===== config.mk =====
export PLATFORM = sky130hd
export DESIGN_NAME = lef_queue
export DESIGN_NICKNAME = d
export VERILOG_FILES = /design/src/rtl/lef_pkg.sv /design/src/rtl/lef_queue.sv
export SDC_FILE = /design/constraint.sdc
export NUM_CORES = 1
export LEC_CHECK = 0
export BUFFER_PORTS_ARGS = -buffer_cell sky130_fd_sc_hd__buf_2
export CORE_ASPECT_RATIO = 1.25
export CORE_UTILIZATION = 56
export DETAILED_ROUTE_END_ITERATION = 8
export HOLD_SLACK_MARGIN = 0.05
export PLACE_DENSITY_LB_ADDON = 0.05
export SLEW_MARGIN = 15
export SYNTH_ARGS = -nofsm -noshare
export SYNTH_HDL_FRONTEND = slang
export SYNTH_SLANG_ARGS = --single-unit
export TNS_END_PERCENT = 5

===== constraint.sdc =====
create_clock -name clk_i -period 2.37 [get_ports clk_i]
set_clock_uncertainty 0.05 [all_clocks]
set_input_delay 0.474 -clock clk_i [delete_from_list [all_inputs] [get_ports clk_i]]
set_output_delay 0.474 -clock clk_i [all_outputs]
set_load 0.02 [all_outputs]

===== src/rtl/lef_pkg.sv =====
`timescale 1ns / 1ps

package lef_pkg;

  // Frame geometry limits and the widths that follow from them.
  localparam int MAX_WIDTH  = 2048;
  localparam int MAX_HEIGHT = 2048;
  localparam int COL_W      = $clog2(MAX_WIDTH);
  localparam int ROW_W      = $clog2(MAX_HEIGHT);

  // Configuration register port.
  localparam int CFG_W     = 12;
  localparam int CFG_IDX_W = 2;
  localparam logic [CFG_W-1:0] FRAME_WIDTH_RST  = CFG_W'(640);
  localparam logic [CFG_W-1:0] FRAME_HEIGHT_RST = CFG_W'(480);
  localparam logic [CFG_W-1:0] DIM_MIN          = CFG_W'(3);

  typedef enum logic [CFG_IDX_W-1:0] {
    REG_FRAME_WIDTH  = 2'd0,
    REG_FRAME_HEIGHT = 2'd1
  } cfg_reg_e;

  // Pixel and filter arithmetic.
  localparam int PIX_W = 8;
  localparam int SUM_W = PIX_W + 3;
  localparam logic [PIX_W-1:0] PIX_SAT = '1;

  // Queue between the front and the back.
  localparam int Q_DEPTH = 4;
  localparam int Q_PTR_W = $clog2(Q_DEPTH);
  localparam int Q_CNT_W = $clog2(Q_DEPTH + 1);

  // One queue entry describes all results caused by one input pixel.
  typedef struct packed {
    logic [ROW_W-1:0] row;     // row of the first result (one above the input)
    logic [COL_W-1:0] col;
    logic [PIX_W-1:0] value;   // filtered or passed value of the first result
    logic             second;  // last row: a border result for the input follows
    logic [PIX_W-1:0] pix;     // input pixel, used by the second result
  } rslt_entry_t;

  typedef struct packed {
    logic        valid;
    rslt_entry_t data;
  } q_push_t;

  typedef struct packed {
    logic               head_valid;
    logic [Q_CNT_W-1:0] count;
  } q_stat_t;

  // Clamp a dimension register into 3..maxv and return the last index.
  function automatic logic [CFG_W-1:0] dim_last(input logic [CFG_W-1:0] v,
                                                input logic [CFG_W-1:0] maxv);
    logic [CFG_W-1:0] e;
    e = v;
    if (v < DIM_MIN) begin
      e = DIM_MIN;
    end else if (v > maxv) begin
      e = maxv;
    end
    e = e - CFG_W'(1);
    return e;
  endfunction

endpackage


===== src/rtl/lef_queue.sv =====
`timescale 1ns / 1ps

module lef_queue import lef_pkg::*; (
  input  logic        clk_i,
  input  logic        rst_ni,
  input  q_push_t     push_i,
  input  logic        pop_i,
  output rslt_entry_t head_o,
  output q_stat_t     stat_o
);

  rslt_entry_t        mem_q [Q_DEPTH];
  logic [Q_PTR_W-1:0] wr_ptr_q, wr_ptr_d;
  logic [Q_PTR_W-1:0] rd_ptr_q, rd_ptr_d;
  logic [Q_CNT_W-1:0] count_q, count_d;
  logic               do_pop;

  assign do_pop = pop_i && (count_q != '0);

  always_comb begin
    wr_ptr_d = wr_ptr_q;
    rd_ptr_d = rd_ptr_q;
    count_d  = count_q;
    if (push_i.valid) begin
      wr_ptr_d = wr_ptr_q + Q_PTR_W'(1);
    end
    if (do_pop) begin
      rd_ptr_d = rd_ptr_q + Q_PTR_W'(1);
    end
    if (push_i.valid && !do_pop) begin
      count_d = count_q + Q_CNT_W'(1);
    end else if (!push_i.valid && do_pop) begin
      count_d = count_q - Q_CNT_W'(1);
    end
  end

  always_ff @(posedge clk_i or negedge rst_ni) begin
    if (!rst_ni) begin
      wr_ptr_q <= '0;
      rd_ptr_q <= '0;
      count_q  <= '0;
    end else begin
      wr_ptr_q <= wr_ptr_d;
      rd_ptr_q <= rd_ptr_d;
      count_q  <= count_d;
    end
  end

  always_ff @(posedge clk_i) begin
    if (push_i.valid) begin
      mem_q[wr_ptr_q] <= push_i.data;
    end
  end

  assign head_o            = mem_q[rd_ptr_q];
  assign stat_o.head_valid = (count_q != '0);
  assign stat_o.count      = count_q;

endmodule


== Word level (Yosys, flattened, before mapping) ==
Memory sizes are Yosys's and may differ from the RTL's.
Cells that the tools add are included.
Storage, ports and cells
  bits in writable memories: 156
  word-level logic and storage cells: 19
  register bits after elaboration: 7
  output and inout port bits: 43
  memories kept: 1
Memories
  mem_q: depth 4, bits a word 39, rd ports 1, clocked after memory_dff 0, write ports 1, line lef_queue.sv:12  | rslt_entry_t mem_q [Q_DEPTH];
Operators by class
  reduce and logical (&&, ||, !) cells: 7
  multiplexer cells: 4
  add/subtract/negate cells: 4
Operators by type and width (count)
  3-bit 2-to-1 mux: 2
  2-bit by 1-bit adder with 2-bit output (second input constant): 2
  3-bit by 1-bit adder with 3-bit output (second input constant): 1
  1-bit logical AND: 3
  3-bit nonzero test: 1
  3-bit by 1-bit subtractor with 3-bit output (second input constant): 1
  1-bit logical NOT: 2
  1-bit 2-to-1 mux: 2
  2-bit nonzero test: 1

== Longest topological paths before layout ==
  word-level depth: 5
  gate-level depth with buffers: 8

== Worst setup path before layout ==
Ideal clock, no wire load.
  path type: register to register
  start: reg count_q[0]
  end: reg count_q[2]
  required time: 2241 ps
  buffers on the path: 0
  period minus slack after synthesis: 2268 ps
  path slack: 102 ps
  cell stages (with the launch flop): 9
  arrival time: 2138 ps
  path through: dfrtp_1 or3_1 nand2_1 ha_1 inv_1 fa_1 xor2_1 nor2_1 xor2_1
RTL lines
  start, declared: line lef_queue.sv:15  | logic [Q_CNT_W-1:0] count_q, count_d;
  start signal, assigned: line lef_queue.sv:45  | count_q <= count_d;

==> run_results.csv <==
group,metric,value,unit
yosys,synth_top_area_share,77.3,%
yosys,synth_area_leaders,"edfxtp_1 77%, mux4_2 14%, dfrtp_1 2.9%, buf_12 1.3%, ha_1 1.0%",
pwr,p_per_area,1320,nW/um^2
pwr,ir_worst_vdd,0.856,mV
setup_path,endpoint_kind,"output port",
yosys,yosysWarnings,0,
timing,max_slew_margin,72.1,%
global_routing,grt_max_degree,28,
finish,final_util,69.6,%
timing,rsz0062_at_grt,"no",
yosys,avgSynthCellArea,25.6,um^2
global_routing,grt.total_usage,19.8,%
setup_path,worstPathArrival,1.79,ns
clock_tree,clock_sinks,163,
timing,tightest_slew,0.418,ns
timing,setup_tns,0,ns
outcome,status,"complete, no violations",
timing,min_period_over_period,97.5,%
setup_path,critPathKind,"reg2out",
pwr,leakagePower,0.00261,uW
finish,drive_gt1_share,47.4,%
clock_tree,clk_latency,0.41,ns
timing,hold_viol_final,0,
clock_tree,h-tree-depth,4,
floorplanning,die-area,11300,um^2
setup_path,timing.rr.start,"count_q[0]",
global_routing,grt_pass1_vias,2938,
setup_path,worstPathMaxFanout,5,
job,max-cap-violations,0,
yosys,syn_inst,237,
placed_design,placed_cells,457,
routing,dr.first_iter.drc_count,122,
clock_tree,cts_buffer_depth,2,
routing,drtAntennaViolNets,0,
yosys,netlist_area,6060,um^2
finish,fill_cells,661,
timing,max_freq,433,MHz
timing,finalCriticalPeriod,2.31,ns
setup_path,critPathCapture,"head_o[37]",
routing,drt_first_pass_iters,4,
clock_tree,numCtsBuffers,17,
clock_tree,cts_tree,"yes",
clock_tree,path_clk_slew,0.06,ns
floorplanning,rows,42,
floorplanning,io_pins,86,
routing,drc,0,
routing,vias_per_cell,5.48,
min_path,holdPathStages,1,
yosys,synth-seq-area-share,80.1,%
floorplanning,core_area,10600,um^2
routing,vias,2702,
floorplanning,initial_core_util,57.4,%
setup_path,rr_endpoint,"count_q[2]",
finish,nets,398,
setup_path,worst_ep_required_time,1.85,ns
yosys,syn-num-nets,286,
floorplanning,die_w,95.1,um
timing,fin_ws,0.0581,ns
setup_path,worst_setup_path_start_kind,"register",
finish,diodes,0,
finish,syn2layout_area_growth,21.3,%
timing,finalSetupViolations,0,
global_routing,antenna_found_initial,0,
global_routing,globalRouteOverflowTotal,0,
timing,slew_viol_final,0,
placed_design,place.detailed.hpwl,6.22,mm
clock_tree,root_buffer,"clkbuf_16",
routing,wire_per_inst,21.1,um
yosys,synth_area_leader_cell,"edfxtp_1",
finish,register_area,4860,um^2
yosys,synth_seq_cells,163,
placed_design,io_buffers,85,
min_path,min_path_type,"in2reg",
setup_path,regToRegSetupSlack,0.23,ns
yosys,synth_cell_types,19,
clock_tree,post_cts_resized,0,
finish,multi_input_area,1090,um^2
routing,drt_wl_total,10.4,mm
setup_path,critPathLaunch,"rd_ptr_q[0]",
placed_design,preCtsSetupSlack,0.219,ns
finish,final_common_cell,"edfxtp_1",
finish,fin_cells,493,
finish,final_cell_mix,"156 x edfxtp_1, 85 x buf_2, 38 x mux4_2",
placed_design,gp_congestion,0.645,
global_routing,grt_pass1_wl,15.6,mm
setup_path,reg2reg_depth,8,
floorplanning,die_h,118,um
==> sequential cells by signal, indices dropped and copies added (netlist names) <==
register / count
rd_ptr_q: 2
count_q: 3
wr_ptr_q: 2
mem_q: 156
==> cell usage after synthesis <==
cell,count
o21ai_0,1
buf_2,4
xor2_1,3
buf_12,4
mux4_1,1
dfrtp_1,7
fa_1,1
buf_6,1
inv_1,3
or3_1,1
edfxtp_1,156
nand3_1,1
mux4_2,38
ha_1,5
xnor2_1,3
mux2_2,1
nand2_1,2
nor2_1,1
and2_1,4
==> metrics by stage <==
| step | hold WS, ns | instance area (um^2) | total power, uW |
|---|---|---|---|
| floorplan | 0.128 | 6060 | 6180 |
| finish | 0.226 | 7360 | 9710 |
| CTS | 0.213 | 7260 | 9620 |
| global route | 0.208 | 7360 | 10100 |
| detailed placement | 0.271 | 6700 | 7090 |
| global placement | 0.264 | 6700 | 7030 |
==> logic make-up after synthesis <==
group | count (synthesis) | synth area share [%]
DFF | 163 | 80.1
muxes | 40 | 14.7
buffers and inverters | 12 | 2.02
and+or+nand+nor | 9 | 0.784
xor gates and xnor gates | 6 | 0.867
adders and majority gates | 6 | 1.36
AOI/OAI and AO/OA | 1 | 0.0825
==> metal layers <==
| metal | GRT usage (%) | wire, um | vias to the layer above |
|---|---|---|---|
| met3 | 6.82 | 552 | 9 |
| met5 | 0 | 0 | - |
| li1 | - | - | 1227 |
| met1 | 24.7 | 4330 | 1394 |
| met2 | 32.3 | 5390 | 72 |
| met4 | 6.53 | 114 | 0 |
==> worst max-delay path: stages, from the launching register on <==
cell,delay (ns)
dfrtp_2,0.37
buf_12,0.14
buf_12,0.13
mux4_1,0.56
buf_2,0.18
==> power by group <==
part | total (uW) | internal (uW) | switching, uW
clock network | 2530 | 1530 | 997
logic | 3240 | 1450 | 1790
registers | 3940 | 3780 | 161
total | 9710 | 6760 | 2950
==> what timing repair did <==
| action | CTS | global route |
|---|---|---|
| endpoints found under the hold margin | 7 | 0 |
| hold buffers | 1 | 0 |
| setup endpoints to repair | 0 | 1 |
| buffers inserted | 0 | 1 |
==> final cells by class <==
class / count / share of cell area [%]
Timing Repair Buffer: 102 / 9.29
Sequential cell: 163 / 66.1
Multi-Input combinational cell: 62 / 14.8
Clock inverter: 11 / 1.51
Inverter: 3 / 0.153
Tap cell: 132 / 2.25
Clock buffer: 20 / 5.94
==> how the worst min path moves through the flow <==
stage                     from            to  slack (ns)
global route        push_i[18]  mem_q[3][18]        0.21
CTS                 push_i[23]  mem_q[0][23]        0.21
global placement        rst_ni    count_q[2]        0.26
floorplan               rst_ni    count_q[0]        0.13
finish              push_i[18]  mem_q[2][18]        0.23
detailed placement      rst_ni    count_q[2]        0.27
No activity file was read; power rests on OpenSTA's default activity.
