<file path="config.mk">
export PLATFORM = sky130hd
export DESIGN_NAME = lef_back
export DESIGN_NICKNAME = d
export VERILOG_FILES = /design/src/rtl/lef_pkg.sv /design/src/rtl/lef_back.sv
export SDC_FILE = /design/constraint.sdc
export NUM_CORES = 1
export LEC_CHECK = 0
export BUFFER_PORTS_ARGS = -buffer_cell sky130_fd_sc_hd__buf_2
export CAP_MARGIN = 20
export CORE_UTILIZATION = 35
export CTS_CLUSTER_SIZE = 12
export DETAILED_ROUTE_END_ITERATION = 8
export PLACE_DENSITY = 0.67
export SYNTH_ARGS = -nofsm -noshare
export SYNTH_HDL_FRONTEND = slang
export SYNTH_SLANG_ARGS = --single-unit
</file>
<file path="constraint.sdc">
create_clock -name clk_i -period 3.5 [get_ports clk_i]
set_input_delay 0 -clock clk_i [delete_from_list [all_inputs] [get_ports clk_i]]
set_output_delay 0 -clock clk_i [all_outputs]
set_load 0.1 [all_outputs]
</file>
<file path="src/rtl/lef_pkg.sv">
`timescale 1ns / 1ps

package lef_pkg;

  // Frame geometry limits and the widths that follow from them.
  localparam int MAX_WIDTH  = 2048;
  localparam int MAX_HEIGHT = 2048;
  localparam int COL_W      = $clog2(MAX_WIDTH);
  localparam int ROW_W      = $clog2(MAX_HEIGHT);

  // Configuration register port.
  localparam int CFG_W     = 12;
  localparam int CFG_IDX_W = 2;
  localparam logic [CFG_W-1:0] FRAME_WIDTH_RST  = CFG_W'(640);
  localparam logic [CFG_W-1:0] FRAME_HEIGHT_RST = CFG_W'(480);
  localparam logic [CFG_W-1:0] DIM_MIN          = CFG_W'(3);

  typedef enum logic [CFG_IDX_W-1:0] {
    REG_FRAME_WIDTH  = 2'd0,
    REG_FRAME_HEIGHT = 2'd1
  } cfg_reg_e;

  // Pixel and filter arithmetic.
  localparam int PIX_W = 8;
  localparam int SUM_W = PIX_W + 3;
  localparam logic [PIX_W-1:0] PIX_SAT = '1;

  // Queue between the front and the back.
  localparam int Q_DEPTH = 4;
  localparam int Q_PTR_W = $clog2(Q_DEPTH);
  localparam int Q_CNT_W = $clog2(Q_DEPTH + 1);

  // One queue entry describes all results caused by one input pixel.
  typedef struct packed {
    logic [ROW_W-1:0] row;     // row of the first result (one above the input)
    logic [COL_W-1:0] col;
    logic [PIX_W-1:0] value;   // filtered or passed value of the first result
    logic             second;  // last row: a border result for the input follows
    logic [PIX_W-1:0] pix;     // input pixel, used by the second result
  } rslt_entry_t;

  typedef struct packed {
    logic        valid;
    rslt_entry_t data;
  } q_push_t;

  typedef struct packed {
    logic               head_valid;
    logic [Q_CNT_W-1:0] count;
  } q_stat_t;

  // Clamp a dimension register into 3..maxv and return the last index.
  function automatic logic [CFG_W-1:0] dim_last(input logic [CFG_W-1:0] v,
                                                input logic [CFG_W-1:0] maxv);
    logic [CFG_W-1:0] e;
    e = v;
    if (v < DIM_MIN) begin
      e = DIM_MIN;
    end else if (v > maxv) begin
      e = maxv;
    end
    e = e - CFG_W'(1);
    return e;
  endfunction

endpackage

</file>
<file path="src/rtl/lef_back.sv">
`timescale 1ns / 1ps

module lef_back import lef_pkg::*; (
  input  logic             clk_i,
  input  logic             rst_ni,
  input  rslt_entry_t      head_i,
  input  q_stat_t          q_stat_i,
  output logic             pop_o,
  output logic             out_valid_o,
  input  logic             out_stall_i,
  output logic [ROW_W-1:0] out_row_o,
  output logic [COL_W-1:0] out_col_o,
  output logic [PIX_W-1:0] edge_value_o,
  output logic             last_of_run_o
);

  logic             out_valid_q;
  logic             phase_q, phase_d;
  logic             load;
  logic [ROW_W-1:0] row_d;
  logic [PIX_W-1:0] value_d;
  logic             last_d;
  logic [ROW_W-1:0] row_q;
  logic [COL_W-1:0] col_q;
  logic [PIX_W-1:0] value_q;
  logic             last_q;

  assign load = !out_valid_q || !out_stall_i;

  always_comb begin
    phase_d = phase_q;
    pop_o   = 1'b0;
    row_d   = head_i.row;
    value_d = head_i.value;
    last_d  = !head_i.second;
    if (phase_q) begin
      row_d   = head_i.row + ROW_W'(1);
      value_d = head_i.pix;
      last_d  = 1'b1;
    end
    if (load && q_stat_i.head_valid) begin
      if (phase_q || !head_i.second) begin
        pop_o   = 1'b1;
        phase_d = 1'b0;
      end else begin
        phase_d = 1'b1;
      end
    end
  end

  always_ff @(posedge clk_i or negedge rst_ni) begin
    if (!rst_ni) begin
      out_valid_q <= 1'b0;
      phase_q     <= 1'b0;
    end else begin
      phase_q <= phase_d;
      if (load) begin
        out_valid_q <= q_stat_i.head_valid;
      end
    end
  end

  always_ff @(posedge clk_i) begin
    if (load && q_stat_i.head_valid) begin
      row_q   <= row_d;
      col_q   <= head_i.col;
      value_q <= value_d;
      last_q  <= last_d;
    end
  end

  assign out_valid_o   = out_valid_q;
  assign out_row_o     = row_q;
  assign out_col_o     = col_q;
  assign edge_value_o  = value_q;
  assign last_of_run_o = last_q;

endmodule
</file>
# Word-level counts from Yosys, hierarchy flattened
# Index checks and enable logic that the tools add are counted.
# totals
ff_bits,33
mem_bits_ro,0
latch_bits,0
inputBits,46
word_cells,18
n_memories,0
ram_bits,0
out_inout_bits,33
# classes
n_bitwise,0
magnitude_cmp,0
mux,5
n_eq_ne,0
reduce_logical,6
n_div,0
n_addsub,1
n_shift,0
n_mul,0
# op_table
operator,n
"11-bit by 1-bit adder with 11-bit output, second input constant",1
11-bit two-way mux,1
8-bit two-way mux,1
1-bit zero test,3
1-bit two-way mux,3
1-bit logical OR,2
1-bit logical AND,1

# Longest topological paths before layout
# logic_depth
ltp_word,4
depth_mapped,4
depth_no_buf,4

# Worst setup path after synthesis
# OpenSTA, ideal clock, no wires.
# synth_path
kind,register -> output
startpoint,reg out_valid_q (netlist: out_valid_o)
endpoint,out pop_o
path_stages_with_launch,3
required_time_ns,3.500
slack_ns,0.102
arrival_ns,3.398
path_buffers,0
path_cell_list,dfrtp_1 -> a21boi_1 -> and2_1
# synth_via
elab_chain_len,4
# synth_rtl
item,line_no,source
start: declaration,lef_back.sv:17,logic out_valid_q;
start signal: assignment,lef_back.sv:58,out_valid_q <= q_stat_i.head_valid;
1-bit zero test,lef_back.sv:28,assign load = !out_valid_q || !out_stall_i;
1-bit logical OR,lef_back.sv:28,
1-bit logical AND,lef_back.sv:41,if (load && q_stat_i.head_valid) begin
1-bit two-way mux,lef_back.sv:41,
end: declaration,lef_back.sv:8,"output logic pop_o,"
# No other way between the ends.

# Worst setup path in the final report
# Ends and elaborated chain as after synthesis.

==> impl_metrics.csv <==
group,metric,value,unit
layout,fin_area,0.001992,sq mm
detailed_routing,met1Wirelength,1035,um
pwr,p_total,0.001077,W
place,place_congestion,0.6826,
floorplan,rows,21,
synth,syn_area,0.001323,sq mm
global_route,grt_max_degree,34,
layout,antenna_cells,0,
sta,slew_viol_final,0,
floorplan,ios,79,
detailed_routing,vias,970,
global_route,overflow,0,
global_route,track_usage,0.1478,
cts,postCtsSetupRepairBufs,0,
detailed_routing,dr_wl_met3,194,um
critical_path,arrival,1.82,ns
min_path,holdCritPathClass,"in -> reg",
layout,nFillCells,295,
min_path,whs_path_depth,3,
run_status,status,"finished clean",
cts,clock_latency,0.28,ns
global_route,grt_first_pass_wirelength,4422,um
synth,synth_area_leader_cell,"edfxtp_1",
cts,cts_tree,"built",
sta,post-route-min-period,1.818,ns
cts,cts.path.max_buffers,2,
detailed_routing,drtIter0Drc,65,
place,dpl-instance-area,0.001769,sq mm
sta,fin_skew,0.002298,ns
synth,syn_nets,122,
critical_path,rrSetupSlack,1.97,ns
layout,syn_to_final_growth,50.61,%
sta,setup_viol,0,
critical_path,critPathRequiredTime,3.50,ns
floorplan,initial_core_util,0.3813,
sta,hold_viol,0,
job,drv_cap,0,
detailed_routing,firstDrtPassIters,4,
detailed_routing,drt-total-wl,2768,um
place,dpl.hpwl,2001,um
sta,rsz0062_at_grt,"false",
detailed_routing,ant_nets,0,
critical_path,critPathKind,"reg -> out",
synth,netlist.area_leader.share,0.7039,
critical_path,reg2reg_depth,3,
layout,drive_above_1_share,0.5581,
sta,setup_tns,0,ns
synth,synth.area.top_cells,"edfxtp_1 70%, mux2_2 7.7%, xor2_1 4.0%",
detailed_routing,top_layer_used,"met4",
synth,synth_cell_types,18,
synth,synth-seq-cells,33,
cts,cts_buffers,5,
detailed_routing,post_drt_wl_per_cell,12.70,um
critical_path,end_kind,"output port",
place,portBuffers,75,
sta,timing.hold.ws,0.01929,ns
floorplan,core_area,0.003468,sq mm
pwr,powerDensity,540.9,mW/mm^2
layout,final_nets,218,
cts,cts_root_buf,"clkbuf_8",
cts,ctsResizeCount,0,
detailed_routing,wl_met2,1469,um
synth,synth-warning-count,0,
floorplan,die_w,63.47,um
cts,holdBufCountCts,14,
floorplan,die_h,63.47,um
critical_path,cp_max_fo,33,
floorplan,dieArea,0.004028,sq mm
cts,cts_sinks,33,
detailed_routing,via_per_inst,4.450,
synth,avgSynthCellArea,17.63,sq um
sta,period_share,0.5193,
synth,yosysSeqAreaShare,0.7417,
synth,synth_cells,75,
cts,clkTransAtPathRegs,0.06,ns
global_route,antenna_found_initial,0,
sta,max_slew.worst_pin.slew,0.5455,ns
detailed_routing,route.detailed.drc,0,
cts,htree_levels,2,
global_route,grt_pass1_vias,987,
sta,maxSlewHeadroom,0.6363,
sta,fmax,550.2,MHz
critical_path,cp-start-kind,"register",
pwr,ir_worst_vdd,0.0002814,V
pwr,power_leakage,0.8541,nW
## registers in the layout, summed over array words and instances, names as in the netlist
signal	count
edge_value_o	8
out_valid_o	1
out_row_o	11
last_of_run_o	1
phase_q	1
out_col_o	11
## layer usage
layer,vias up,GRT usage
met1,445,0.1530
met2,49,0.2686
met4,0,0.08523
li1,470,-
met5,-,0
met3,6,0.03442
## worst max-delay path, stage by stage (launching register included)
cell	delay (ns)
dfrtp_1	0.42
a21boi_4	0.13
buf_4	0.39
and2_1	0.19
buf_2	0.42
## report_power, final
part	internal, W	leakage, nW	total [W]	switching [W]
combinational	0.0000764	0.491	0.000319	0.000243
sequential	0.000472	0.318	0.000492	0.0000202
clock	0.000138	0.0450	0.000266	0.000129
total	0.000686	0.854	0.00108	0.000392
## layout by cell type (no fill, tap or decap), drive strengths merged
master / netlist / final
edfxtp: 31 / 31
mux2i: 1 / 1
buf: 1 / 76
clkinv: 0 / 2
clkbuf: 0 / 6
nand2: 6 / 6
xor2: 6 / 6
inv: 1 / 1
nor2: 3 / 3
ha: 1 / 1
dlygate4sd3: 0 / 14
and2: 1 / 1
and3: 1 / 1
dfrtp: 2 / 2
mux2: 9 / 9
a21boi: 1 / 1
nand4: 4 / 4
a21o: 1 / 1
nor3: 2 / 2
xnor2: 4 / 4
## per-stage QoR
step / utilization / worst slack (ns) / cells
floorplan: - / 0.1015 / 75
global placement: 0.5101 / 1.946 / 196
detailed placement: 0.5101 / 1.935 / 196
CTS: 0.5743 / 1.657 / 218
global route: 0.5743 / 1.544 / 218
finish: 0.5743 / 1.682 / 218
## cells by family (layout without fill, tap and decap cells)
| group | Yosys count | in the layout | share of synthesized area |
|---|---|---|---|
| AO/OA/AOI/OAI | 2 | 2 | 0.01136 |
| XOR/XNOR | 10 | 10 | 0.06622 |
| adder cells (fa/ha/maj) | 1 | 1 | 0.009459 |
| buffers and inverters | 2 | 99 | 0.006616 |
| flip-flops | 33 | 33 | 0.7417 |
| multiplexers | 10 | 10 | 0.08420 |
| AND/OR/NAND/NOR | 17 | 17 | 0.08042 |
## final timing paths
check,from,endpoint
worst max-delay path,out_valid_o,pop_o
worst min-delay path,head_i[8],phase_q
worst max register to register,phase_q,out_row_o[9]
worst min register to register,phase_q,phase_q
max in group asynchronous,rst_ni,phase_q
min in group asynchronous,rst_ni,out_valid_o
## cells in the mapped netlist
cell type  count
a21boi_1       1
a21o_1         1
and2_1         1
and3_1         1
buf_2          1
dfrtp_1        2
edfxtp_1      31
ha_1           1
inv_1          1
mux2_2         9
mux2i_1        1
nand2_1        6
nand4_1        3
nand4_4        1
nor2_1         3
nor3_2         2
xnor2_1        4
xor2_1         6
## area by class of cell
cell class	count	area (sq um)	share of cell area
clock buffers	6	72.57	0.03643
clock inverters	2	10.01	0.005025
inverters	1	3.754	0.001884
multi-input cells	40	344.1	0.1727
flip-flops and latches	33	980.9	0.4925
well taps	46	57.56	0.02889
repair buffers	90	523.0	0.2626
Note: power is estimated with default switching activity, not from simulation.
